<file path="config.mk">
export PLATFORM = sky130hd
export DESIGN_NAME = bubble_sort_up_down_top
export DESIGN_NICKNAME = d
export VERILOG_FILES = /design/src/rtl/bsud_pkg.sv /design/src/rtl/bsud_ram.sv /design/src/rtl/bsud_cmdq.sv /design/src/rtl/bsud_front.sv /design/src/rtl/bsud_back.sv /design/src/rtl/bubble_sort_up_down_top.sv
export SDC_FILE = /design/constraint.sdc
export NUM_CORES = 2
export LEC_CHECK = 0
export BUFFER_PORTS_ARGS = -buffer_cell sky130_fd_sc_hd__buf_2
export CAP_MARGIN = 10
export CORE_AREA = 2 2 589 474
export CTS_CLUSTER_DIAMETER = 50
export DETAILED_ROUTE_END_ITERATION = 12
export DIE_AREA = 0 0 591 476
export PLACE_DENSITY = 0.59
export SYNTH_ARGS = -nofsm -noshare
export SYNTH_HDL_FRONTEND = slang
export SYNTH_SLANG_ARGS = --single-unit
</file>
<file path="constraint.sdc">
create_clock -name clk -period 8.2 [get_ports clk]
set_input_delay 1.23 -clock clk [delete_from_list [all_inputs] [get_ports clk]]
set_output_delay 1.23 -clock clk [all_outputs]
set_load 0.005 [all_outputs]
</file>
<file path="src/rtl/bsud_pkg.sv">
`timescale 1ns / 1ps
// ----------------------------------------------------------------------------
// bsud_pkg: shared types and constants of the up/down bubble sorter
// sizes of the value store and command queue, and the command beat format
// ----------------------------------------------------------------------------
package bsud_pkg;

	localparam int MAX_ITEMS = 64;
	localparam int VAL_W     = 32;
	localparam int IDX_W     = $clog2(MAX_ITEMS);
	localparam int CNT_W     = $clog2(MAX_ITEMS + 1);
	localparam int QDEPTH    = 4;
	localparam int QPTR_W    = $clog2(QDEPTH);
	localparam int QCNT_W    = $clog2(QDEPTH + 1);

	// register map
	localparam int          PADDR_W   = 3;
	localparam logic [0:0]  REG_DESC  = 1'b0;

	// one classified input beat, front to back
	typedef struct packed {
		logic signed [VAL_W-1:0] value;
		logic [IDX_W-1:0]        addr;
		logic                    we;
		logic                    last;
		logic [IDX_W-1:0]        lastidx;
		logic                    trunc;
		logic                    desc;
	} cmd_t;

endpackage

</file>
<file path="src/rtl/bsud_ram.sv">
`timescale 1ns / 1ps
// ----------------------------------------------------------------------------
// bsud_ram: generic single write port ram
// one write and one registered read per cycle
// ----------------------------------------------------------------------------
module bsud_ram #(
	parameter int WIDTH = 32,
	parameter int DEPTH = 64
) (
	input  logic                     clk,
	input  logic                     we,
	input  logic [$clog2(DEPTH)-1:0] waddr,
	input  logic [WIDTH-1:0]         wdata,
	input  logic                     re,
	input  logic [$clog2(DEPTH)-1:0] raddr,
	output logic [WIDTH-1:0]         rdata
);

	logic [WIDTH-1:0] mem_q [DEPTH];

	always_ff @(posedge clk) begin
		if (we) begin
			mem_q[waddr] <= wdata;
		end
		if (re) begin
			rdata <= mem_q[raddr];
		end
	end

endmodule

</file>
<file path="src/rtl/bsud_cmdq.sv">
`timescale 1ns / 1ps
// ----------------------------------------------------------------------------
// bsud_cmdq: short command queue between front and back
// register based fifo of classified beats
// ----------------------------------------------------------------------------
module bsud_cmdq (
	input  logic          clk,
	input  logic          arst_n,
	input  logic          push,
	input  bsud_pkg::cmd_t cmd_in,
	output logic          full,
	input  logic          pop,
	output logic          valid,
	output bsud_pkg::cmd_t cmd_out
);
	import bsud_pkg::*;

	cmd_t              buf_q [QDEPTH];
	logic [QPTR_W-1:0] wr_ptr_q;
	logic [QPTR_W-1:0] rd_ptr_q;
	logic [QCNT_W-1:0] cnt_q;
	logic              do_push;
	logic              do_pop;

	assign full    = (cnt_q == QCNT_W'(QDEPTH));
	assign valid   = (cnt_q != '0);
	assign cmd_out = buf_q[rd_ptr_q];
	assign do_push = push & ~full;
	assign do_pop  = pop & valid;

	always_ff @(posedge clk) begin
		if (do_push) begin
			buf_q[wr_ptr_q] <= cmd_in;
		end
	end

	always_ff @(posedge clk or negedge arst_n) begin
		if (!arst_n) begin
			wr_ptr_q <= '0;
			rd_ptr_q <= '0;
			cnt_q    <= '0;
		end else begin
			if (do_push) begin
				wr_ptr_q <= wr_ptr_q + 1'b1;
			end
			if (do_pop) begin
				rd_ptr_q <= rd_ptr_q + 1'b1;
			end
			cnt_q <= cnt_q + QCNT_W'(do_push) - QCNT_W'(do_pop);
		end
	end

endmodule

</file>
<file path="src/rtl/bsud_front.sv">
`timescale 1ns / 1ps
// ----------------------------------------------------------------------------
// bsud_front: input classifier
// counts the run, decides store or drop, tags end of run beats
// ----------------------------------------------------------------------------
module bsud_front (
	input  logic                            clk,
	input  logic                            arst_n,
	input  logic                            accept,
	input  logic signed [bsud_pkg::VAL_W-1:0] value_in,
	input  logic                            last_in,
	input  logic                            desc,
	output bsud_pkg::cmd_t                  cmd
);
	import bsud_pkg::*;

	logic [CNT_W-1:0] count_q;
	logic             ovf_q;
	logic             store;

	// room left in the store
	assign store = (count_q < CNT_W'(MAX_ITEMS));

	always_comb begin
		cmd.value   = value_in;
		cmd.addr    = count_q[IDX_W-1:0];
		cmd.we      = store;
		cmd.last    = last_in;
		cmd.lastidx = store ? count_q[IDX_W-1:0] : IDX_W'(count_q - 1'b1);
		cmd.trunc   = ovf_q | ~store;
		cmd.desc    = desc;
	end

	always_ff @(posedge clk or negedge arst_n) begin
		if (!arst_n) begin
			count_q <= '0;
			ovf_q   <= 1'b0;
		end else if (accept) begin
			if (last_in) begin
				count_q <= '0;
				ovf_q   <= 1'b0;
			end else if (store) begin
				count_q <= count_q + 1'b1;
			end else begin
				ovf_q <= 1'b1;
			end
		end
	end

endmodule

</file>
<file path="src/rtl/bsud_back.sv">
`timescale 1ns / 1ps
// ----------------------------------------------------------------------------
// bsud_back: store, sort and emit engine
// loads beats into the ram, runs bubble passes, drains through a result fifo
// ----------------------------------------------------------------------------
module bsud_back (
	input  logic                              clk,
	input  logic                              arst_n,
	input  logic                              q_valid,
	input  bsud_pkg::cmd_t                    q_cmd,
	output logic                              q_pop,
	output logic                              empty,
	input  logic                              pop,
	output logic signed [bsud_pkg::VAL_W-1:0] value_out,
	output logic                              last_out,
	output logic                              truncated
);
	import bsud_pkg::*;

	typedef enum logic [2:0] {
		S_LOAD,
		S_RD0,
		S_CAR,
		S_PASS,
		S_END,
		S_EMIT
	} state_t;

	typedef struct packed {
		logic signed [VAL_W-1:0] value;
		logic                    last;
		logic                    trunc;
	} res_t;

	state_t                  state_q;
	logic [IDX_W-1:0]        lastidx_q;
	logic                    trunc_q;
	logic                    desc_q;
	logic [IDX_W-1:0]        pos_q;
	logic signed [VAL_W-1:0] carry_q;
	logic                    swapped_q;
	logic [IDX_W-1:0]        emit_k_q;
	logic                    issued_all_q;
	logic                    pend_q;
	logic                    pend_last_q;
	res_t                    obuf_q [2];
	logic                    owr_q;
	logic                    ord_q;
	logic [1:0]              occ_q;

	logic                    ram_we;
	logic [IDX_W-1:0]        ram_waddr;
	logic signed [VAL_W-1:0] ram_wdata;
	logic                    ram_re;
	logic [IDX_W-1:0]        ram_raddr;
	logic signed [VAL_W-1:0] ram_rdata;
	logic                    ooo;
	logic                    pop_fire;
	logic                    issue;

	bsud_ram #(
		.WIDTH(VAL_W),
		.DEPTH(MAX_ITEMS)
	) u_store (
		.clk  (clk),
		.we   (ram_we),
		.waddr(ram_waddr),
		.wdata(ram_wdata),
		.re   (ram_re),
		.raddr(ram_raddr),
		.rdata(ram_rdata)
	);

	assign q_pop    = (state_q == S_LOAD) & q_valid;
	assign pop_fire = pop & ~empty;
	assign empty    = (occ_q == 2'd0);
	assign value_out = obuf_q[ord_q].value;
	assign last_out  = obuf_q[ord_q].last;
	assign truncated = obuf_q[ord_q].trunc;

	// incoming element is out of order against the one bubbling up
	assign ooo = desc_q ? (ram_rdata > carry_q) : (carry_q > ram_rdata);

	// a read lands in the cycle after it is issued, so count it against fifo room
	assign issue = (state_q == S_EMIT) & ~issued_all_q &
		((3'(occ_q) + 3'(pend_q)) <= (3'd1 + 3'(pop_fire)));

	always_comb begin
		ram_we    = 1'b0;
		ram_waddr = q_cmd.addr;
		ram_wdata = q_cmd.value;
		ram_re    = 1'b0;
		ram_raddr = '0;
		unique case (state_q)
			S_LOAD: begin
				ram_we = q_pop & q_cmd.we;
			end
			S_RD0: begin
				ram_re = 1'b1;
			end
			S_CAR: begin
				ram_re    = 1'b1;
				ram_raddr = IDX_W'(1);
			end
			S_PASS: begin
				ram_we    = 1'b1;
				ram_waddr = pos_q - 1'b1;
				ram_wdata = ooo ? ram_rdata : carry_q;
				ram_re    = (pos_q != lastidx_q);
				ram_raddr = pos_q + 1'b1;
			end
			S_END: begin
				ram_we    = 1'b1;
				ram_waddr = lastidx_q;
				ram_wdata = carry_q;
			end
			S_EMIT: begin
				ram_re    = issue;
				ram_raddr = emit_k_q;
			end
			default: begin
				ram_we = 1'b0;
			end
		endcase
	end

	// result fifo storage
	always_ff @(posedge clk) begin
		if (pend_q) begin
			obuf_q[owr_q] <= '{value: ram_rdata, last: pend_last_q, trunc: trunc_q};
		end
	end

	always_ff @(posedge clk or negedge arst_n) begin
		if (!arst_n) begin
			state_q      <= S_LOAD;
			lastidx_q    <= '0;
			trunc_q      <= 1'b0;
			desc_q       <= 1'b0;
			pos_q        <= '0;
			carry_q      <= '0;
			swapped_q    <= 1'b0;
			emit_k_q     <= '0;
			issued_all_q <= 1'b0;
			pend_q       <= 1'b0;
			pend_last_q  <= 1'b0;
			owr_q        <= 1'b0;
			ord_q        <= 1'b0;
			occ_q        <= 2'd0;
		end else begin
			pend_q      <= issue;
			pend_last_q <= issue & (emit_k_q == lastidx_q);
			if (pend_q) begin
				owr_q <= ~owr_q;
			end
			if (pop_fire) begin
				ord_q <= ~ord_q;
			end
			occ_q <= occ_q + 2'(pend_q) - 2'(pop_fire);

			unique case (state_q)
				S_LOAD: begin
					if (q_pop && q_cmd.last) begin
						lastidx_q    <= q_cmd.lastidx;
						trunc_q      <= q_cmd.trunc;
						desc_q       <= q_cmd.desc;
						emit_k_q     <= '0;
						issued_all_q <= 1'b0;
						state_q      <= (q_cmd.lastidx == '0) ? S_EMIT : S_RD0;
					end
				end
				S_RD0: begin
					swapped_q <= 1'b0;
					state_q   <= S_CAR;
				end
				S_CAR: begin
					carry_q <= ram_rdata;
					pos_q   <= IDX_W'(1);
					state_q <= S_PASS;
				end
				S_PASS: begin
					if (!ooo) begin
						carry_q <= ram_rdata;
					end
					swapped_q <= swapped_q | ooo;
					if (pos_q == lastidx_q) begin
						state_q <= S_END;
					end else begin
						pos_q <= pos_q + 1'b1;
					end
				end
				S_END: begin
					state_q <= swapped_q ? S_RD0 : S_EMIT;
				end
				S_EMIT: begin
					if (issue) begin
						emit_k_q <= emit_k_q + 1'b1;
						if (emit_k_q == lastidx_q) begin
							issued_all_q <= 1'b1;
						end
					end
					if (issued_all_q && !pend_q) begin
						state_q <= S_LOAD;
					end
				end
				default: begin
					state_q <= S_LOAD;
				end
			endcase
		end
	end

`ifndef ASSERT_OFF
	a_occ_bound: assert property (@(posedge clk) disable iff (!arst_n)
		occ_q <= 2'd2)
		else $error("result fifo occupancy out of range");

	a_no_overrun: assert property (@(posedge clk) disable iff (!arst_n)
		pend_q |-> (occ_q < 2'd2) || pop_fire)
		else $error("result fifo overrun");

	a_pass_pos: assert property (@(posedge clk) disable iff (!arst_n)
		(state_q == S_PASS) |-> (pos_q != '0) && (pos_q <= lastidx_q))
		else $error("pass position out of range");

	a_load_drained: assert property (@(posedge clk) disable iff (!arst_n)
		(state_q == S_LOAD) |-> !pend_q && !issue)
		else $error("read in flight while loading");

	a_sorted_emit: assert property (@(posedge clk) disable iff (!arst_n)
		(state_q == S_END) && !swapped_q |=> (state_q == S_EMIT))
		else $error("clean pass did not lead to emit");
`endif

endmodule

</file>
<file path="src/rtl/bubble_sort_up_down_top.sv">
`timescale 1ns / 1ps
// ----------------------------------------------------------------------------
// bubble_sort_up_down_top: run collector and bubble sorter
// collects signed values, sorts them up or down, emits the sorted run
// ----------------------------------------------------------------------------
// usage
//  - input channel: push with value_in/last_in while full is low; one beat a
//    cycle is taken. a beat with last_in high closes the run
//  - up to 64 values per run are kept; further beats are dropped and every
//    result of that run carries truncated
//  - result channel: while empty is low, value_out/last_out/truncated show
//    the oldest result; pop takes it. last_out marks the end of the run
//  - config: one apb register at address 0, bit 0 = descending; pready is
//    always high, write only while the block is idle
//  - timing: loading takes one beat a cycle while the queue holds beats. after the
//    closing beat each bubble pass walks the n values through the single store
//    ram (one read and one write port); passes repeat until one makes no swap,
//    at most n passes. emit then streams one result a cycle through the
//    registered ram read while the result fifo has room
//  - a pop stall holds the two entry result fifo and the engine's emit; the command queue
//    between classifier and engine keeps taking beats until it fills
//  - reset clears the run count, the queue, the result fifo and the order
//    bit; the store ram itself is not cleared
// ----------------------------------------------------------------------------
module bubble_sort_up_down_top (
	input  logic                                  clk,
	input  logic                                  arst_n,
	// input queue side
	input  logic                                  push,
	output logic                                  full,
	input  logic signed [bsud_pkg::VAL_W-1:0]     value_in,
	input  logic                                  last_in,
	// result queue side
	output logic                                  empty,
	input  logic                                  pop,
	output logic signed [bsud_pkg::VAL_W-1:0]     value_out,
	output logic                                  last_out,
	output logic                                  truncated,
	// apb config port
	input  logic                                  psel,
	input  logic                                  penable,
	input  logic                                  pwrite,
	input  logic [bsud_pkg::PADDR_W-1:0]          paddr,
	input  logic [31:0]                           pwdata,
	output logic [31:0]                           prdata,
	output logic                                  pready
);
	import bsud_pkg::*;

	logic desc_q;
	logic cfg_sel;
	logic accept;
	logic q_valid;
	logic q_pop;
	cmd_t f_cmd;
	cmd_t q_cmd;

	// register index is the word address
	assign cfg_sel = (paddr[PADDR_W-1] == REG_DESC);
	assign pready  = 1'b1;
	assign prdata  = cfg_sel ? {31'b0, desc_q} : 32'b0;

	always_ff @(posedge clk or negedge arst_n) begin
		if (!arst_n) begin
			desc_q <= 1'b0;
		end else if (psel && penable && pwrite && pready && cfg_sel) begin
			desc_q <= pwdata[0];
		end
	end

	// an input beat is taken whenever the queue has room
	assign accept = push & ~full;

	bsud_front u_front (
		.clk     (clk),
		.arst_n  (arst_n),
		.accept  (accept),
		.value_in(value_in),
		.last_in (last_in),
		.desc    (desc_q),
		.cmd     (f_cmd)
	);

	// decouples the classifier from the sort engine
	bsud_cmdq u_cmdq (
		.clk    (clk),
		.arst_n (arst_n),
		.push   (push),
		.cmd_in (f_cmd),
		.full   (full),
		.pop    (q_pop),
		.valid  (q_valid),
		.cmd_out(q_cmd)
	);

	// store, sort passes and result drain
	bsud_back u_back (
		.clk      (clk),
		.arst_n   (arst_n),
		.q_valid  (q_valid),
		.q_cmd    (q_cmd),
		.q_pop    (q_pop),
		.empty    (empty),
		.pop      (pop),
		.value_out(value_out),
		.last_out (last_out),
		.truncated(truncated)
	);

endmodule

</file>
======== Word-level counts from Yosys, hierarchy flattened ========
Memory sizes are Yosys's and may differ from the RTL's. A register that Yosys moved wholly into a read port is not among the register bits.
Index checks and enable logic that the tools add are counted.
word-level totals
  output and inout bits ................... 69
  logic and storage cells ................. 135
  input bits .............................. 75
  memories kept ........................... 3
  bits in writable memories ............... 2308
  register bits after elaboration ......... 79
memories
  name                  depth  bits a word  rd ports  clocked after memory_dff  write ports  line             RTL
  u_back.u_store.mem_q  64     32           1         1                         1            bsud_ram.sv:19   logic [WIDTH-1:0] mem_q [DEPTH];
  u_cmdq.buf_q          4      48           1         0                         1            bsud_cmdq.sv:18  cmd_t buf_q [QDEPTH];
  u_back.obuf_q         2      34           1         0                         1            bsud_back.sv:46  res_t obuf_q [2];
cells by class
  add/subtract/negate cells ............... 13
  magnitude comparators ................... 4
  reduce and logical (&&, ||, !) cells .... 24
  multiplexer cells ....................... 37
  bitwise gates (word level) .............. 17
  equality and inequality tests ........... 17
operators by type and width
  operator               number
  $pmux W32 S2           2
  $gt A32 B32 Y1         2
  $mux W32               2
  $pmux W6 S2            3
  $mux W6                4
  $pmux W3 S6            1
  $pmux W6 S3            1
  $mux W3                5
  $mux W7                2
  $mux W1                13
  $add A6 B1 Y6 const B  2
  $eq A6 B6 Y1           2
  $ne A2 B2 Y1 const B   6
  $sub A6 B1 Y6 const B  2
  $reduce_and A2 Y1      5
  $eq A3 B3 Y1 const B   3
  $and A1 B1 Y1          8
  $reduce_bool A2 Y1     4
  $add A7 B1 Y7 const B  1
  $lt A7 B7 Y1 const B   1
  $not A1 Y1             7
  $eq A3 B2 Y1 const B   2
  $logic_not A6 Y1       1
  $ne A6 B6 Y1           1
  21 further kinds       32

======== Logic depth before layout (Yosys ltp) ========
  word-level depth ........................ 8
  gate-level depth with buffers ........... 12

======== Cells and area by module ========
Synthesis repeated with hierarchy kept, for this count alone.
second synthesis, totals
  cell total of the unflattened synthesis .. 4478
  area total of the unflattened synthesis .. 95308.9 um^2
by module, submodules not included
  module                   cells an instance  instances  area an instance (um^2)  sequential area each (um^2)
  bsud_ram                 3324               1          78835.6                  62459.9
  bsud_back                722                1          7845.0                   3618.5
  bsud_cmdq                292                1          7437.1                   5940.7
  bsud_front               101                1          883.3                    200.2
  bubble_sort_up_down_top  39                 1          307.8                    25.0

======== Least setup slack after synthesis ========
Ideal clock, no wire load.
  path type ............................... register -> register
  start ................................... reg u_back.u_store.rdata[14], read port of u_back.u_store.mem_q
  end ..................................... mem u_back.u_store.mem_q[0][0] (data pin)
  stages on the path, launching flop included .. 11
  arrival ................................. 4.087 ns
  setup slack ............................. 3.546 ns
  path buffers ............................ 2
  setup time .............................. 0.567 ns
  cell sequence ........................... edfxtp_1 ha_1 a21oi_1 nand2_1 a221o_1 o311ai_1 a31oi_1 buf_2 mux2_2 clkbuf_1 o221ai_1
between the ends
  longest elaborated chain between the ends .. 4
  elaborated cells between the ends (all ways) .. 5
  those cells by class .................... order compare: 2; mux: 3
ends and longest elaborated chain
  item                     line              RTL
  start: declaration       bsud_ram.sv:16    output logic [WIDTH-1:0] rdata
  $gt A32 B32 Y1           bsud_back.sv:82   assign ooo = desc_q ? (ram_rdata > carry_q) : (carry_q > ram_rdata);
  $mux W1 *                bsud_back.sv:82
  $mux W32 *               bsud_back.sv:108  ram_wdata = ooo ? ram_rdata : carry_q;
  $pmux W32 S2 *           bsud_back.sv:94   unique case (state_q)
  net u_back.ram_wdata[0]  bsud_back.sv:53   logic signed [VAL_W-1:0] ram_wdata;
  end: declaration         bsud_ram.sv:19
The timed path passes the listed nets; every way through them passes the cells marked *.

======== Worst setup path after layout ========
  start ................................... reg u_back.state_q[1]
  end ..................................... reg u_back.u_store.rdata[3], read port of u_back.u_store.mem_q (data pin)
between the ends
  longest elaborated chain between the ends .. 4
  elaborated cells between the ends (all ways) .. 9
  those cells by class .................... eq/ne: 4; mux: 2; bitwise: 2; reduce/logical: 1
ends and longest elaborated chain
  item                        line                              RTL
  start: declaration          bsud_back.sv:35                   state_t state_q;
  start signal: assignment    bsud_back.sv:169                  state_q <= (q_cmd.lastidx == '0) ? S_EMIT : S_RD0;
  start signal: assignment    bsud_back.sv:193                  state_q <= swapped_q ? S_RD0 : S_EMIT;
  $eq A3 B3 Y1                bsud_back.sv:85, bsud_back.sv:94
  $and A1 B1 Y1 (2 in a row)  bsud_back.sv:85                   assign issue = (state_q == S_EMIT) & ~issued_all_q &
  $pmux W1 S3                 bsud_back.sv:94
Several ways; a longest one is shown, not always the timed one.
A chain may end at the register's enable or synchronous reset.

==> impl_metrics.tcl <==
set metrics [dict create \
    status "completed" \
    io_pins 144 \
    synth_top_area_cell "edfxtp_1" \
    worst-r2r-cell-count 10 \
    cts.sinks 2419 \
    wl_um 240000 \
    place_area_sq_mm 0.102 \
    drc 0 \
    initial_core_util 0.348 \
    grt_pass1_vias 46400 \
    num_vias 46500 \
    die_h_um 476 \
    yosys.area_share.simple 0.0207 \
    stdcell_area_sq_mm 0.109 \
    synthAdderAreaFrac 0.00668 \
    drtIter0Drc 5419 \
    cts_max_path_buffers 4 \
    drt_pass1_iterations 7 \
    worstPathMaxFanout 40 \
    end_kind "flop" \
    dpl.hpwl_um 137000 \
    port_buffers 78 \
    synthToLayoutAreaGrowth_pct 13.7 \
    synth_edf_count 2340 \
    path_cells "nor2b_2, buf_4, a32o_4, buf_12, buf_4, mux4_2, mux2i_1, mux2i_1, a22oi_1, o221ai_1" \
    clock_latency_ns 0.89 \
    fmax_mhz 177 \
    synthTopCellsByArea "edfxtp_1, mux4_2, mux2i_1" \
    worst_hold_slack_ns 0.230 \
    htree_levels 4 \
    rsz0062_at_grt "false" \
    hp-class "in2async" \
    hold_buffers 0 \
    die_w_um 591 \
    tritoncts "done" \
    layout_setup_ws_ns 2.54 \
    place_ws_ns 2.63 \
    dieArea_sq_mm 0.281 \
    crit_type "reg2reg" \
    synth_compound_area_frac 0.0229 \
    drv_cap 0 \
    start_kind "flop" \
    synth_xor_area_frac 0.00338 \
    ant_nets 0 \
    final_layout_size_suffix_gt1_frac 0.267 \
    cp.required_ns 8.65 \
    clock_skew_ns 0.0742 \
    cp_slowest_cell "a22oi_1" \
    synth_top_family_by_area "multiplexers" \
    irDropWorstVdd_mv 0.572 \
    clkTransAtPathRegs_ns 0.07 \
    fin_crit_ns 5.66 \
    viasPerCell 5.34 \
    setup_viol 0 \
    synth.distinct_cells 58 \
    syn_inst 4625 \
    avgSynthCellArea_sq_um 20.7 \
    synth-main-ff-cell "edfxtp_1" \
    tightestPinTransition_ns 1.31 \
    pwr_density_cell_mw_per_mm2 429 \
    layout.nets 4976 \
    ys_seq_elements 2419 \
    leakagePower_nw 36.2 \
    place.gp.congestion 0.846 \
    critical_path.max_stage_delay_ns 0.74 \
    final_hold_viol_count 0 \
    grt_max_degree 121 \
    fp.coreArea_sq_mm 0.276 \
    grt_pass1_wl_um 340000 \
    grt_antenna_before_repair 10 \
    rows 173 \
    cts_resized 0 \
    grt_usage 0.168 \
    slew_headroom 0.126 \
    tns_ns 0 \
    yosysTopAreaCellShare 0.733 \
    cts_root_buf "clkbuf_16" \
    postCtsSetupBuffers 0 \
    ys_async_sr_fraction 0.0327 \
    cts_buffers 226 \
    fin_crit_sh 0.690 \
    synth.area.mux_share 0.174 \
    syn_area_sq_mm 0.0959 \
    ys_seq_area_frac 0.753 \
    routedWlPerCell_um 27.6 \
    gr-total-overflow 0 \
    drv_slew 0 \
    yosys_warnings 0 \
    cp.arrival_ns 6.12 \
]
area by class of cell:
type / count / area [sq um]
well taps: 3675 / 4600
inverters: 89 / 334
diodes: 8 / 20.0
clock buffers: 274 / 5920
fillers: 24400 / 167000
clock inverters: 126 / 996
repair buffers: 246 / 1850
multi-input cells: 1869 / 23100
flip-flops and latches: 2419 / 72300
per-layer routing:
| metal | vias to the layer above | share of wire | track usage |
|---|---|---|---|
| met5 | - | 0 | 0 |
| met2 | 1601 | 0.47 | 0.265 |
| met4 | 0 | 0.020 | 0.0370 |
| met1 | 25100 | 0.43 | 0.240 |
| met3 | 295 | 0.079 | 0.0366 |
| li1 | 19400 | - | - |
per-stage QoR:
stage / utilization / std cells / power, mW
6_report: 0.395 / 8706 / 46.8
5_1_grt: 0.395 / 8699 / 48.6
4_1_cts: 0.395 / 8697 / 47.2
3_5_place_dp: 0.370 / 8297 / 37.1
3_3_place_gp: 0.370 / 8297 / 36.6
2_1_floorplan: - / 4655 / 29.9
registers in the layout, indices dropped and copies added, names as in the netlist, 2 cells and up:
register and count:
u_back.emit_k_q 6, u_back.lastidx_q 6, u_back.pos_q 6, u_back.state_q 3, u_cmdq.rd_ptr_q 2, u_front.count_q 7
u_back.carry_q 32, u_back.u_store.mem_q 2048, u_cmdq.buf_q 192, u_cmdq.wr_ptr_q 2, u_back.obuf_q 68, u_back.u_store.rdata 32
u_back.occ_q 2, u_cmdq.cnt_q 3
cells in the mapped netlist (48+ instances only):
cell	n
a22oi_1	64
buf_2	80
clkbuf_1	90
dfrtp_1	79
edfxtp_1	2340
ha_1	48
inv_1	89
mux2_2	106
mux2i_1	291
mux4_2	559
nand2_1	225
nor2_1	168
o21ai_0	59
o221ai_1	65
worst max-delay path: cells and delay by family, from the launching register on:
kind	cells	cell delay (ns)
and+or+nand+nor	1	0.23
AOI/OAI and AO/OA	3	1.98
DFF	1	0.68
buffers and inverters	3	1.27
muxes	3	0.93
where the power goes:
part | switching, mW | internal (mW)
Clock | 4.55 | 5.55
Combinational | 11.8 | 5.52
Sequential | 0.663 | 18.7
Total | 17.0 | 29.8
kinds of logic (layout without fill, tap and decap cells):
logic type / Yosys count / count (layout)
simple gates: 478 / 478
compound gates: 316 / 316
xor+xnor: 37 / 37
buf+inv: 367 / 735
flops: 2419 / 2419
mux: 956 / 956
other cells: 2 / 40
fa+ha+maj: 50 / 50
worst paths after layout:
check | startpoint | end | slack, ns
worst max-delay path | u_back.state_q[1]$_DFFE_PN0P_ | u_back.u_store.rdata[3]$_DFFE_PP_ | 2.54
worst min register to register | u_back.pend_last_q$_DFF_PN0_ | u_back.obuf_q[0][1]$_DFFE_PP_ | 0.45
max in group asynchronous | arst_n | u_cmdq.rd_ptr_q[0]$_DFFE_PN0P_ | 6.67
worst max register to register | u_back.state_q[1]$_DFFE_PN0P_ | u_back.u_store.rdata[3]$_DFFE_PP_ | 2.54
min in group clk | u_back.pend_last_q$_DFF_PN0_ | u_back.obuf_q[0][1]$_DFFE_PP_ | 0.45
worst min-delay path | arst_n | u_cmdq.wr_ptr_q[1]$_DFFE_PN0P_ | 0.23
placed cells by master, fill, tap and decap left out, drive strengths merged, types with 79 or more instances in the layout:
cell type / count
clkbuf: 274
nor2: 168
clkinv: 101
mux2: 106
nand2: 225
mux4: 559
edfxtp: 2340
buf: 246
mux2i: 291
dfrtp: 79
o21ai: 90
inv: 95
No activity file was read; power rests on OpenSTA's default activity.
